$ cat src/rtl/run_tile_opaque_bounding_box_macros.svh
// ---------------------------------------------------------------------------
// Assertion macros for the opaque bounding box block
// Same-cycle and next-cycle implication checks, reset masked.
// ---------------------------------------------------------------------------
`ifndef RUN_TILE_OPAQUE_BOUNDING_BOX_MACROS_SVH
`define RUN_TILE_OPAQUE_BOUNDING_BOX_MACROS_SVH

// Check that cond implies prop in the same cycle
`define RTOBB_ASSERT_SAME(label, clk, rst, cond, prop, msg) \
  label: assert property (@(posedge clk) disable iff (rst) (cond) |-> (prop)) \
    else $error(msg);

// Check that cond implies prop in the next cycle
`define RTOBB_ASSERT_NEXT(label, clk, rst, cond, prop, msg) \
  label: assert property (@(posedge clk) disable iff (rst) (cond) |=> (prop)) \
    else $error(msg);

`endif

$ cat src/rtl/rtobb_pkg.sv
// ---------------------------------------------------------------------------
// rtobb_pkg
// Shared limits, result codes and the command format passed front to back.
// ---------------------------------------------------------------------------
`timescale 1ns / 1ps

package rtobb_pkg;

  localparam int WIDTH_LIMIT       = 1024;
  localparam int HEIGHT_BYTE_LIMIT = 5120;
  localparam int HEIGHT_LIMIT      = HEIGHT_BYTE_LIMIT / 2;
  localparam int SEGMENT_LIMIT     = 2048;
  localparam int FLAG_WORDS        = 2;
  localparam int COL_MAX           = 4095;
  localparam int QUEUE_DEPTH       = 4;
  localparam int QPTR_W            = 2;

  typedef enum logic [1:0] {
    ST_OK         = 2'd0,
    ST_BAD_WIDTH  = 2'd1,
    ST_BAD_HEIGHT = 2'd2,
    ST_OVERRUN    = 2'd3
  } status_t;

  typedef enum logic [1:0] {
    OP_BOX_INIT = 2'd0,
    OP_PIXEL    = 2'd1,
    OP_EMIT_OK  = 2'd2,
    OP_EMIT_ERR = 2'd3
  } op_t;

  // col/row carry the pixel position, or width/height for a box init
  typedef struct packed {
    op_t         op;
    status_t     status;
    logic [11:0] col;
    logic [11:0] row;
  } cmd_t;

endpackage

$ cat src/rtl/rtobb_queue.sv
// ---------------------------------------------------------------------------
// rtobb_queue
// Short command queue between the parser and the box tracker.
// ---------------------------------------------------------------------------
`timescale 1ns / 1ps

module rtobb_queue import rtobb_pkg::*; (
  input  logic clk,
  input  logic rst,
  input  logic push,
  input  cmd_t push_cmd,
  output logic full,
  input  logic pop,
  output cmd_t pop_cmd,
  output logic empty
);

  cmd_t              entries [QUEUE_DEPTH];
  logic [QPTR_W-1:0] wr_ptr;
  logic [QPTR_W-1:0] rd_ptr;
  logic [QPTR_W:0]   count;

  assign full    = (count == (QPTR_W+1)'(QUEUE_DEPTH));
  assign empty   = (count == '0);
  assign pop_cmd = entries[rd_ptr];

  always_ff @(posedge clk) begin
    if (push) begin
      entries[wr_ptr] <= push_cmd;
    end
  end

  always_ff @(posedge clk) begin
    if (rst) begin
      wr_ptr <= '0;
      rd_ptr <= '0;
      count  <= '0;
    end else begin
      if (push) begin
        wr_ptr <= (wr_ptr == QPTR_W'(QUEUE_DEPTH - 1)) ? '0 : wr_ptr + 1'b1;
      end
      if (pop) begin
        rd_ptr <= (rd_ptr == QPTR_W'(QUEUE_DEPTH - 1)) ? '0 : rd_ptr + 1'b1;
      end
      if (push && !pop) begin
        count <= count + 1'b1;
      end else if (pop && !push) begin
        count <= count - 1'b1;
      end
    end
  end

endmodule

$ cat src/rtl/rtobb_front.sv
// ---------------------------------------------------------------------------
// rtobb_front
// Record parser: walks the header and segments, issues box commands.
// ---------------------------------------------------------------------------
`timescale 1ns / 1ps

module rtobb_front import rtobb_pkg::*; (
  input  logic        clk,
  input  logic        rst,
  input  logic        accept,
  input  logic [15:0] word,
  input  logic        record_start,
  output logic        push,
  output cmd_t        push_cmd
);

  typedef enum logic [2:0] {
    PH_IDLE, PH_FLAGS, PH_WIDTH, PH_HEIGHT, PH_OFFSETS, PH_SKIP, PH_RUN, PH_PIXELS
  } phase_t;

  phase_t      phase, phase_next;
  logic [1:0]  flag_words_left, flag_words_left_next;
  logic [9:0]  sprite_width, sprite_width_next;
  logic [11:0] sprite_height, sprite_height_next;
  logic [11:0] offset_words_left, offset_words_left_next;
  logic [11:0] row, row_next;
  logic [11:0] column, column_next;
  logic [15:0] pending_skip, pending_skip_next;
  logic [10:0] pixels_left, pixels_left_next;

  logic [16:0] seg_sum;
  logic [12:0] col_skip;
  logic [12:0] row_inc;
  logic [1:0]  flag_dec;
  logic [11:0] offset_dec;
  logic [10:0] pixels_dec;

  assign seg_sum    = {1'b0, pending_skip} + {1'b0, word};
  assign col_skip   = {1'b0, column} + {2'b0, pending_skip[10:0]};
  assign row_inc    = {1'b0, row} + 13'd1;
  assign flag_dec   = (flag_words_left != '0) ? flag_words_left - 1'b1 : '0;
  assign offset_dec = (offset_words_left != '0) ? offset_words_left - 1'b1 : '0;
  assign pixels_dec = (pixels_left != '0) ? pixels_left - 1'b1 : '0;

  always_comb begin
    phase_next             = phase;
    flag_words_left_next   = flag_words_left;
    sprite_width_next      = sprite_width;
    sprite_height_next     = sprite_height;
    offset_words_left_next = offset_words_left;
    row_next               = row;
    column_next            = column;
    pending_skip_next      = pending_skip;
    pixels_left_next       = pixels_left;
    push                   = 1'b0;
    push_cmd               = '{op: OP_PIXEL, status: ST_OK, col: column, row: row};

    if (accept) begin
      if (record_start) begin
        phase_next           = PH_FLAGS;
        flag_words_left_next = 2'(FLAG_WORDS - 1);
      end else begin
        unique case (phase)
          PH_IDLE: begin
          end
          PH_FLAGS: begin
            flag_words_left_next = flag_dec;
            if (flag_dec == '0) begin
              phase_next = PH_WIDTH;
            end
          end
          PH_WIDTH: begin
            if (word == '0 || word >= 16'(WIDTH_LIMIT)) begin
              push            = 1'b1;
              push_cmd.op     = OP_EMIT_ERR;
              push_cmd.status = ST_BAD_WIDTH;
              phase_next      = PH_IDLE;
            end else begin
              sprite_width_next = word[9:0];
              phase_next        = PH_HEIGHT;
            end
          end
          PH_HEIGHT: begin
            if (word == '0 || {1'b0, word} > 17'(HEIGHT_LIMIT)) begin
              push            = 1'b1;
              push_cmd.op     = OP_EMIT_ERR;
              push_cmd.status = ST_BAD_HEIGHT;
              phase_next      = PH_IDLE;
            end else begin
              sprite_height_next     = word[11:0];
              offset_words_left_next = word[11:0];
              row_next               = '0;
              column_next            = '0;
              push                   = 1'b1;
              push_cmd.op            = OP_BOX_INIT;
              push_cmd.col           = {2'b0, sprite_width};
              push_cmd.row           = word[11:0];
              phase_next             = PH_OFFSETS;
            end
          end
          PH_OFFSETS: begin
            offset_words_left_next = offset_dec;
            if (offset_dec == '0) begin
              phase_next = PH_SKIP;
            end
          end
          PH_SKIP: begin
            pending_skip_next = word;
            phase_next        = PH_RUN;
          end
          PH_RUN: begin
            if (seg_sum >= 17'(SEGMENT_LIMIT)) begin
              push            = 1'b1;
              push_cmd.op     = OP_EMIT_ERR;
              push_cmd.status = ST_OVERRUN;
              phase_next      = PH_IDLE;
            end else if (seg_sum == '0) begin
              // end of line: advance the row, finish after the last one
              column_next = '0;
              row_next    = row_inc[11:0];
              if (row_inc >= {1'b0, sprite_height}) begin
                push        = 1'b1;
                push_cmd.op = OP_EMIT_OK;
                phase_next  = PH_IDLE;
              end else begin
                phase_next = PH_SKIP;
              end
            end else begin
              column_next      = (col_skip > 13'(COL_MAX)) ? 12'(COL_MAX) : col_skip[11:0];
              pixels_left_next = word[10:0];
              phase_next       = (word == '0) ? PH_SKIP : PH_PIXELS;
            end
          end
          PH_PIXELS: begin
            push = (word != '0);
            if (column < 12'(COL_MAX)) begin
              column_next = column + 1'b1;
            end
            pixels_left_next = pixels_dec;
            if (pixels_dec == '0) begin
              phase_next = PH_SKIP;
            end
          end
          default: begin
          end
        endcase
      end
    end
  end

  always_ff @(posedge clk) begin
    if (rst) begin
      phase             <= PH_IDLE;
      flag_words_left   <= '0;
      sprite_width      <= '0;
      sprite_height     <= '0;
      offset_words_left <= '0;
      row               <= '0;
      column            <= '0;
      pending_skip      <= '0;
      pixels_left       <= '0;
    end else begin
      phase             <= phase_next;
      flag_words_left   <= flag_words_left_next;
      sprite_width      <= sprite_width_next;
      sprite_height     <= sprite_height_next;
      offset_words_left <= offset_words_left_next;
      row               <= row_next;
      column            <= column_next;
      pending_skip      <= pending_skip_next;
      pixels_left       <= pixels_left_next;
    end
  end

endmodule

$ cat src/rtl/rtobb_back.sv
// ---------------------------------------------------------------------------
// rtobb_back
// Box tracker: keeps opaque extents and drives the result register.
// ---------------------------------------------------------------------------
`timescale 1ns / 1ps

module rtobb_back import rtobb_pkg::*; (
  input  logic               clk,
  input  logic               rst,
  input  cmd_t               cmd,
  input  logic               cmd_empty,
  output logic               cmd_pop,
  output logic               result_valid,
  input  logic               result_stall,
  output logic [1:0]         status,
  output logic [9:0]         left,
  output logic [11:0]        top,
  output logic signed [12:0] span_x,
  output logic signed [12:0] span_y
);

  logic [11:0] min_col;
  logic [11:0] max_col;
  logic [11:0] min_row;
  logic [11:0] max_row;
  logic        is_emit;
  logic        out_free;

  assign is_emit  = (cmd.op == OP_EMIT_OK) || (cmd.op == OP_EMIT_ERR);
  assign out_free = !result_valid || !result_stall;
  // hold emit commands while a stalled result still occupies the register
  assign cmd_pop  = !cmd_empty && (!is_emit || out_free);

  always_ff @(posedge clk) begin
    if (rst) begin
      result_valid <= 1'b0;
      min_col      <= '0;
      max_col      <= '0;
      min_row      <= '0;
      max_row      <= '0;
    end else begin
      // load a new result, or drop the one just taken
      if (cmd_pop && is_emit) begin
        result_valid <= 1'b1;
      end else if (!result_stall) begin
        result_valid <= 1'b0;
      end
      if (cmd_pop) begin
        unique case (cmd.op)
          OP_BOX_INIT: begin
            min_col <= cmd.col;
            min_row <= cmd.row;
            max_col <= '0;
            max_row <= '0;
          end
          OP_PIXEL: begin
            if (cmd.col < min_col) min_col <= cmd.col;
            if (cmd.col > max_col) max_col <= cmd.col;
            if (cmd.row < min_row) min_row <= cmd.row;
            if (cmd.row > max_row) max_row <= cmd.row;
          end
          OP_EMIT_OK: begin
            status       <= ST_OK;
            left         <= min_col[9:0];
            top          <= min_row;
            span_x       <= $signed(13'({1'b0, max_col} - {1'b0, min_col}));
            span_y       <= $signed(13'({1'b0, max_row} - {1'b0, min_row}));
          end
          OP_EMIT_ERR: begin
            status       <= cmd.status;
            left         <= '0;
            top          <= '0;
            span_x       <= '0;
            span_y       <= '0;
          end
          default: begin
          end
        endcase
      end
    end
  end

endmodule

$ cat src/rtl/run_tile_opaque_bounding_box.sv
// The last word's finish command goes through the command queue to the tracker,
// which loads the result register. Throughput: one word per cycle while the
// four-entry command queue has room; the tracker retires one command a cycle
// but a stalled result holds the queue at the next finish command, and the
// parser stalls once all four entries fill. Reset (rst, synchronous, active
// high) idles the parser, empties the queue and drops any pending result.
// ---------------------------------------------------------------------------
// run_tile_opaque_bounding_box
// Opaque bounding box of a run-encoded sprite record, one word per item.
// ---------------------------------------------------------------------------
`timescale 1ns / 1ps
`include "run_tile_opaque_bounding_box_macros.svh"

module run_tile_opaque_bounding_box import rtobb_pkg::*; (
  input  logic               clk,
  input  logic               rst,
  // item channel: one record word per item
  input  logic               item_valid,
  output logic               item_stall,
  input  logic [15:0]        word,
  input  logic               record_start,
  // result channel: one box or error report per record
  output logic               result_valid,
  input  logic               result_stall,
  output logic [1:0]         status,
  output logic [9:0]         left,
  output logic [11:0]        top,
  output logic signed [12:0] span_x,
  output logic signed [12:0] span_y
);

  logic accept;
  logic q_push;
  cmd_t q_push_cmd;
  logic q_full;
  logic q_pop;
  cmd_t q_pop_cmd;
  logic q_empty;
  logic err_result;
  logic ok_result;
  logic err_fields_zero;

  // Stall the item side only when the command queue is full
  assign item_stall = q_full;
  assign accept     = item_valid && !q_full;

  // Front: parse the record, emit box init, pixel and finish commands
  rtobb_front u_front (
    .clk          (clk),
    .rst          (rst),
    .accept       (accept),
    .word         (word),
    .record_start (record_start),
    .push         (q_push),
    .push_cmd     (q_push_cmd)
  );

  // Queue: decouple the parser from the result stall
  rtobb_queue u_queue (
    .clk      (clk),
    .rst      (rst),
    .push     (q_push),
    .push_cmd (q_push_cmd),
    .full     (q_full),
    .pop      (q_pop),
    .pop_cmd  (q_pop_cmd),
    .empty    (q_empty)
  );

  // Back: track extents, present results in a registered output stage
  rtobb_back u_back (
    .clk          (clk),
    .rst          (rst),
    .cmd          (q_pop_cmd),
    .cmd_empty    (q_empty),
    .cmd_pop      (q_pop),
    .result_valid (result_valid),
    .result_stall (result_stall),
    .status       (status),
    .left         (left),
    .top          (top),
    .span_x       (span_x),
    .span_y       (span_y)
  );

  assign err_result      = result_valid && (status != ST_OK);
  assign ok_result       = result_valid && (status == ST_OK);
  assign err_fields_zero = (left == '0) && (top == '0) && (span_x == '0) && (span_y == '0);

  // Never retire a command from an empty queue
  `RTOBB_ASSERT_SAME(a_pop_not_empty, clk, rst, q_empty, !q_pop, "pop from empty queue")
  // Error reports carry zeroed fields
  `RTOBB_ASSERT_SAME(a_err_zero, clk, rst, err_result, err_fields_zero, "error not zeroed")
  // A good box never starts past the height limit
  `RTOBB_ASSERT_SAME(a_top_range, clk, rst, ok_result, top <= 12'(HEIGHT_LIMIT), "top too big")

endmodule

$ cat config.mk
export PLATFORM = sky130hd
export DESIGN_NAME = run_tile_opaque_bounding_box
export DESIGN_NICKNAME = d
export VERILOG_FILES = /design/src/rtl/rtobb_pkg.sv /design/src/rtl/rtobb_queue.sv /design/src/rtl/rtobb_front.sv /design/src/rtl/rtobb_back.sv /design/src/rtl/run_tile_opaque_bounding_box.sv
export VERILOG_INCLUDE_DIRS = /design/src /design/src/rtl
export SDC_FILE = /design/constraint.sdc
export NUM_CORES = 1
export LEC_CHECK = 0
export BUFFER_PORTS_ARGS = -buffer_cell sky130_fd_sc_hd__buf_4
export CORE_MARGIN = 2
export CORE_UTILIZATION = 35
export DETAILED_ROUTE_END_ITERATION = 10
export MAX_ROUTING_LAYER = met4
export SLEW_MARGIN = 40
export SYNTH_ARGS = -nofsm -noshare
export SYNTH_HDL_FRONTEND = slang
export SYNTH_SLANG_ARGS = --single-unit
$ cat constraint.sdc
create_clock -name clk -period 9.6 [get_ports clk]
set_clock_uncertainty 0.15 [all_clocks]
set_input_delay 0 -clock clk [delete_from_list [all_inputs] [get_ports clk]]
set_output_delay 0 -clock clk [all_outputs]
set_load 0.02 [all_outputs]
==> summary.md <==
| Metric | Value |
|---|---|
| Cell taking the most area after synthesis | edfxtp_1 |
| Synth top area share | 0.284 |
| Total track usage | 0.173 |
| Tot Pwr | 4.47 mW |
| Layout cell share with drive strength beyond 1 | 0.126 |
| Vias per inst | 5.37 |
| Status | finished clean |
| Root Buffer | clkbuf_16 |
| P&R area growth vs syn | 15.3% |
| Slowest cell on crit path | fa_1 |
| Syn nets | 1,868 |
| # diodes | 0 |
| Clk sink count | 310 |
| Area of the core | 0.0485 sq mm |
| Fin crit period | 4.56 ns |
| CTS Buffer Depth | 3 |
| Most used DFF post-synth | edfxtp_1 |
| Initial antenna violation count | 1 |
| RePlAce Congestion | 0.928 |
| Rows | 81 |
| Post-layout util | 0.406 |
| IO Count | 73 |
| Fillers | 4,660 |
| Number of buffers created by CTS | 36 |
| CTS tree | yes |
| Reg2reg start | u_front.pending_skip[0] |
| Internal | 3.02 mW |
| Cell variety after synth | 88 |
| Hold Violations, Final | 0 |
| Setup Fix Bufs, Post-CTS | 0 |
| Final net count | 1,960 |
| Fmax achieved | 219 MHz |
| Max_slew headroom | 0.468 |
| Hold WC Path Type | in -> reg |
| Setup crit end kind | register |
| Antenna viol nets, final | 0 |
| Tcrit/Tclk final | 0.475 |
| Worst vdd ir | 0.000151 V |
| Comb power frac | 0.333 |
| #FFs+latches synth | 310 |
| Register area share after synthesis | 0.458 |
| Mapped Avg Cell Area | 9.93 sq um |
| CP Cell Sequence | ha_1, fa_1, a211oi_1, o211ai_1, a221o_1, a32oi_1, and4_1, nand3_1, a21oi_2, ha_1, inv_1, fa_1, xor2_1, or3_1, a21oi_1 |
| Setup TNS Final | 0 ns |
| Max incr delay on CP | 0.42 ns |
| Die width | 225 um |
| Final setup vio count | 0 |
| Die Area | 0.0507 sq mm |
| Max_cap viols | 0 |
| Ys Warns | 0 |
| Top post-synthesis cells by area | edfxtp_1 28%, dfxtp_1 17%, ha_1 8.7%, nand2_1 4.8%, mux4_2 3.7% |
| EDFF count, synth | 162 |
| Starting Density | 0.352 |
| Clk_lat worst skew | 0.53 ns |
| Port bufs | 72 |
| CP max FO | 7 |
| Ys async rst share | 0 |
| Crit path launch | u_front.pending_skip[0] |
| Post-Syn Area | 0.0171 sq mm |
| Top-count cell post-synth | nand2_1 |
| Avg WL per Cell | 17.2 um |
| WP buf/inv | 1 |
| Via count | 13,200 |
| Largest net degree at the start of global routing | 97 |
| Sw Ratio | 0.323 |
| RSZ-0062 raised after global routing | no |
| Power Dens Cells | 227 mW/mm^2 |
| Critical path required time | 9.90 ns |
| Worst-margin pin slew | 0.795 ns |
| Post-synth top cells | 217 x nand2_1, 164 x nor2_1, 162 x edfxtp_1 |
| Number of global-route vias before repair | 13,100 |
| Drt first-iter violations | 819 |
| Clock Power Share | 0.298 |
| Delay-heaviest family, CP | compound AO/OA/AOI/OAI gates |
| Max-slew violations | 0 |
| Seq pwr share | 0.369 |
| Hold Startpoint | result_stall |
| Switching Power | 1.45 mW |
| Critical path startpoint category | register |
| Lkg Pwr | 7.29 nW |
| Crit path DAT | 4.86 ns |
| Die Ht | 225 um |
| Clk slew on worst S/H paths | 0.06 ns |
| Grt total ovfl | 0 |
| DRC Markers | 0 |
| Router iterations before antenna repair | 5 |
| Category of the critical setup timing path | reg -> reg |
| Global-route wire length before repair | 68,700 um |
| Cell count after synthesis | 1,723 |
| Max H-tree Level | 2 |
| Post-DP HPWL | 29,500 um |
| Final WL | 42,400 um |
## power by group through the flow
stage / sequential, mW / combinational, mW / clock [mW]
after global routing: 1.66 / 1.68 / 1.42
final: 1.65 / 1.49 / 1.33
after floorplan: 1.75 / 1.04 / 0
after detailed placement: 1.68 / 1.49 / 0
after global placement: 1.67 / 1.46 / 0
after CTS: 1.65 / 1.50 / 1.37
## worst reg2reg max path: cells and delay by family, from the launching register on
family	cells	cell delay, ns
XOR/XNOR	1	0.17
adder cells (fa/ha/maj)	4	1.27
AO/OA/AOI/OAI	6	1.60
buffers and inverters	1	0.06
AND/OR/NAND/NOR	3	0.91
flip-flops	1	0.33
## routing by layer
metal	GRT usage	wire, um	vias to the layer above
met4	0.0575	1260	0
met1	0.218	19200	6312
met5	-	0	-
met2	0.281	19500	362
met3	0.0286	2430	88
li1	-	-	6461
## kinds of logic after synthesis
kind of cell    share of synthesized area
buf+inv                            0.0445
xor+xnor                           0.0220
fa+ha+maj                          0.0929
flops                               0.458
simple gates                        0.159
mux                                0.0750
compound gates                      0.149
## stage by stage
| stage | cell area [sq um] | hold WS [ns] | setup WS, ns | instances |
|---|---|---|---|---|
| CTS | 19700 | 0.121 | 5.08 | 2464 |
| detailed placement | 18300 | 0.115 | 5.09 | 2367 |
| finish | 19700 | 0.149 | 5.04 | 2464 |
| global route | 19700 | 0.165 | 4.71 | 2464 |
| global placement | 18200 | 0.111 | 5.15 | 2367 |
| floorplan | 17100 | -0.0167 | 5.57 | 1723 |
## registers in the layout, indices dropped and copies added (netlist names), 11 cells and up, named ones only
register and cells:
u_front.sprite_height 12, u_back.span_x 13, u_back.span_y 13, u_back.max_row 12, u_front.pending_skip 16, u_front.row 12, u_front.offset_words_left 12, u_front.column 12
u_queue.entries 112, u_back.top 12, u_back.max_col 12, u_back.min_col 12, u_front.pixels_left 11, u_back.min_row 12
## cell type report
type,instances,area (sq um),share of cell area
Sequential cell,310,7830,0.397
Inverter,106,398,0.0202
Clock buffer,47,952,0.0483
Tap cell,622,778,0.0394
Multi-Input combinational cell,1235,8560,0.434
Timing Repair Buffer,126,1030,0.0522
Clock inverter,18,186,0.00945
## what timing repair did
item,in CTS,in global routing
endpoints found under the hold margin,101,0
endpoints found under the setup margin,0,0
resized for setup,0,0
hold buffers,32,0
## final timing paths
kind              slack (ns)  cells past startpoint                 endpoint
hold / removal          0.15                      3      u_back.result_valid
hold reg to reg         0.30                      2  u_front.sprite_width[2]
setup reg to reg        5.04                     15         u_queue.count[2]
setup / recovery        5.04                     15         u_queue.count[2]
## cells in the final DEF (no fill, tap or decap), types with 7 or more instances in the layout
cell / Yosys / layout
nand2_1: 217 / 216
nor2_1: 164 / 162
edfxtp_1: 162 / 162
dfxtp_1: 148 / 147
ha_1: 119 / 119
a21oi_1: 116 / 114
inv_1: 105 / 105
buf_4: 4 / 93
o21ai_0: 70 / 70
mux2i_1: 37 / 37
clkbuf_16: 0 / 36
nand3_1: 34 / 34
xnor2_1: 32 / 32
dlygate4sd3_1: 1 / 32
nor3_1: 31 / 31
mux4_2: 28 / 28
a21o_1: 27 / 27
mux2_2: 25 / 25
nand2b_1: 22 / 22
a211oi_1: 19 / 19
nand4_1: 18 / 18
a31oi_1: 18 / 18
nor2b_1: 18 / 17
o31ai_1: 17 / 17
nor4_1: 15 / 15
and2_1: 13 / 13
o211ai_1: 12 / 12
or3_1: 12 / 12
xor2_1: 11 / 11
and3_1: 12 / 11
clkbuf_1: 45 / 10
o21a_1: 9 / 9
or2_2: 9 / 9
a2111oi_0: 8 / 7
o32ai_1: 7 / 7
(Power assumes the default switching activity.)
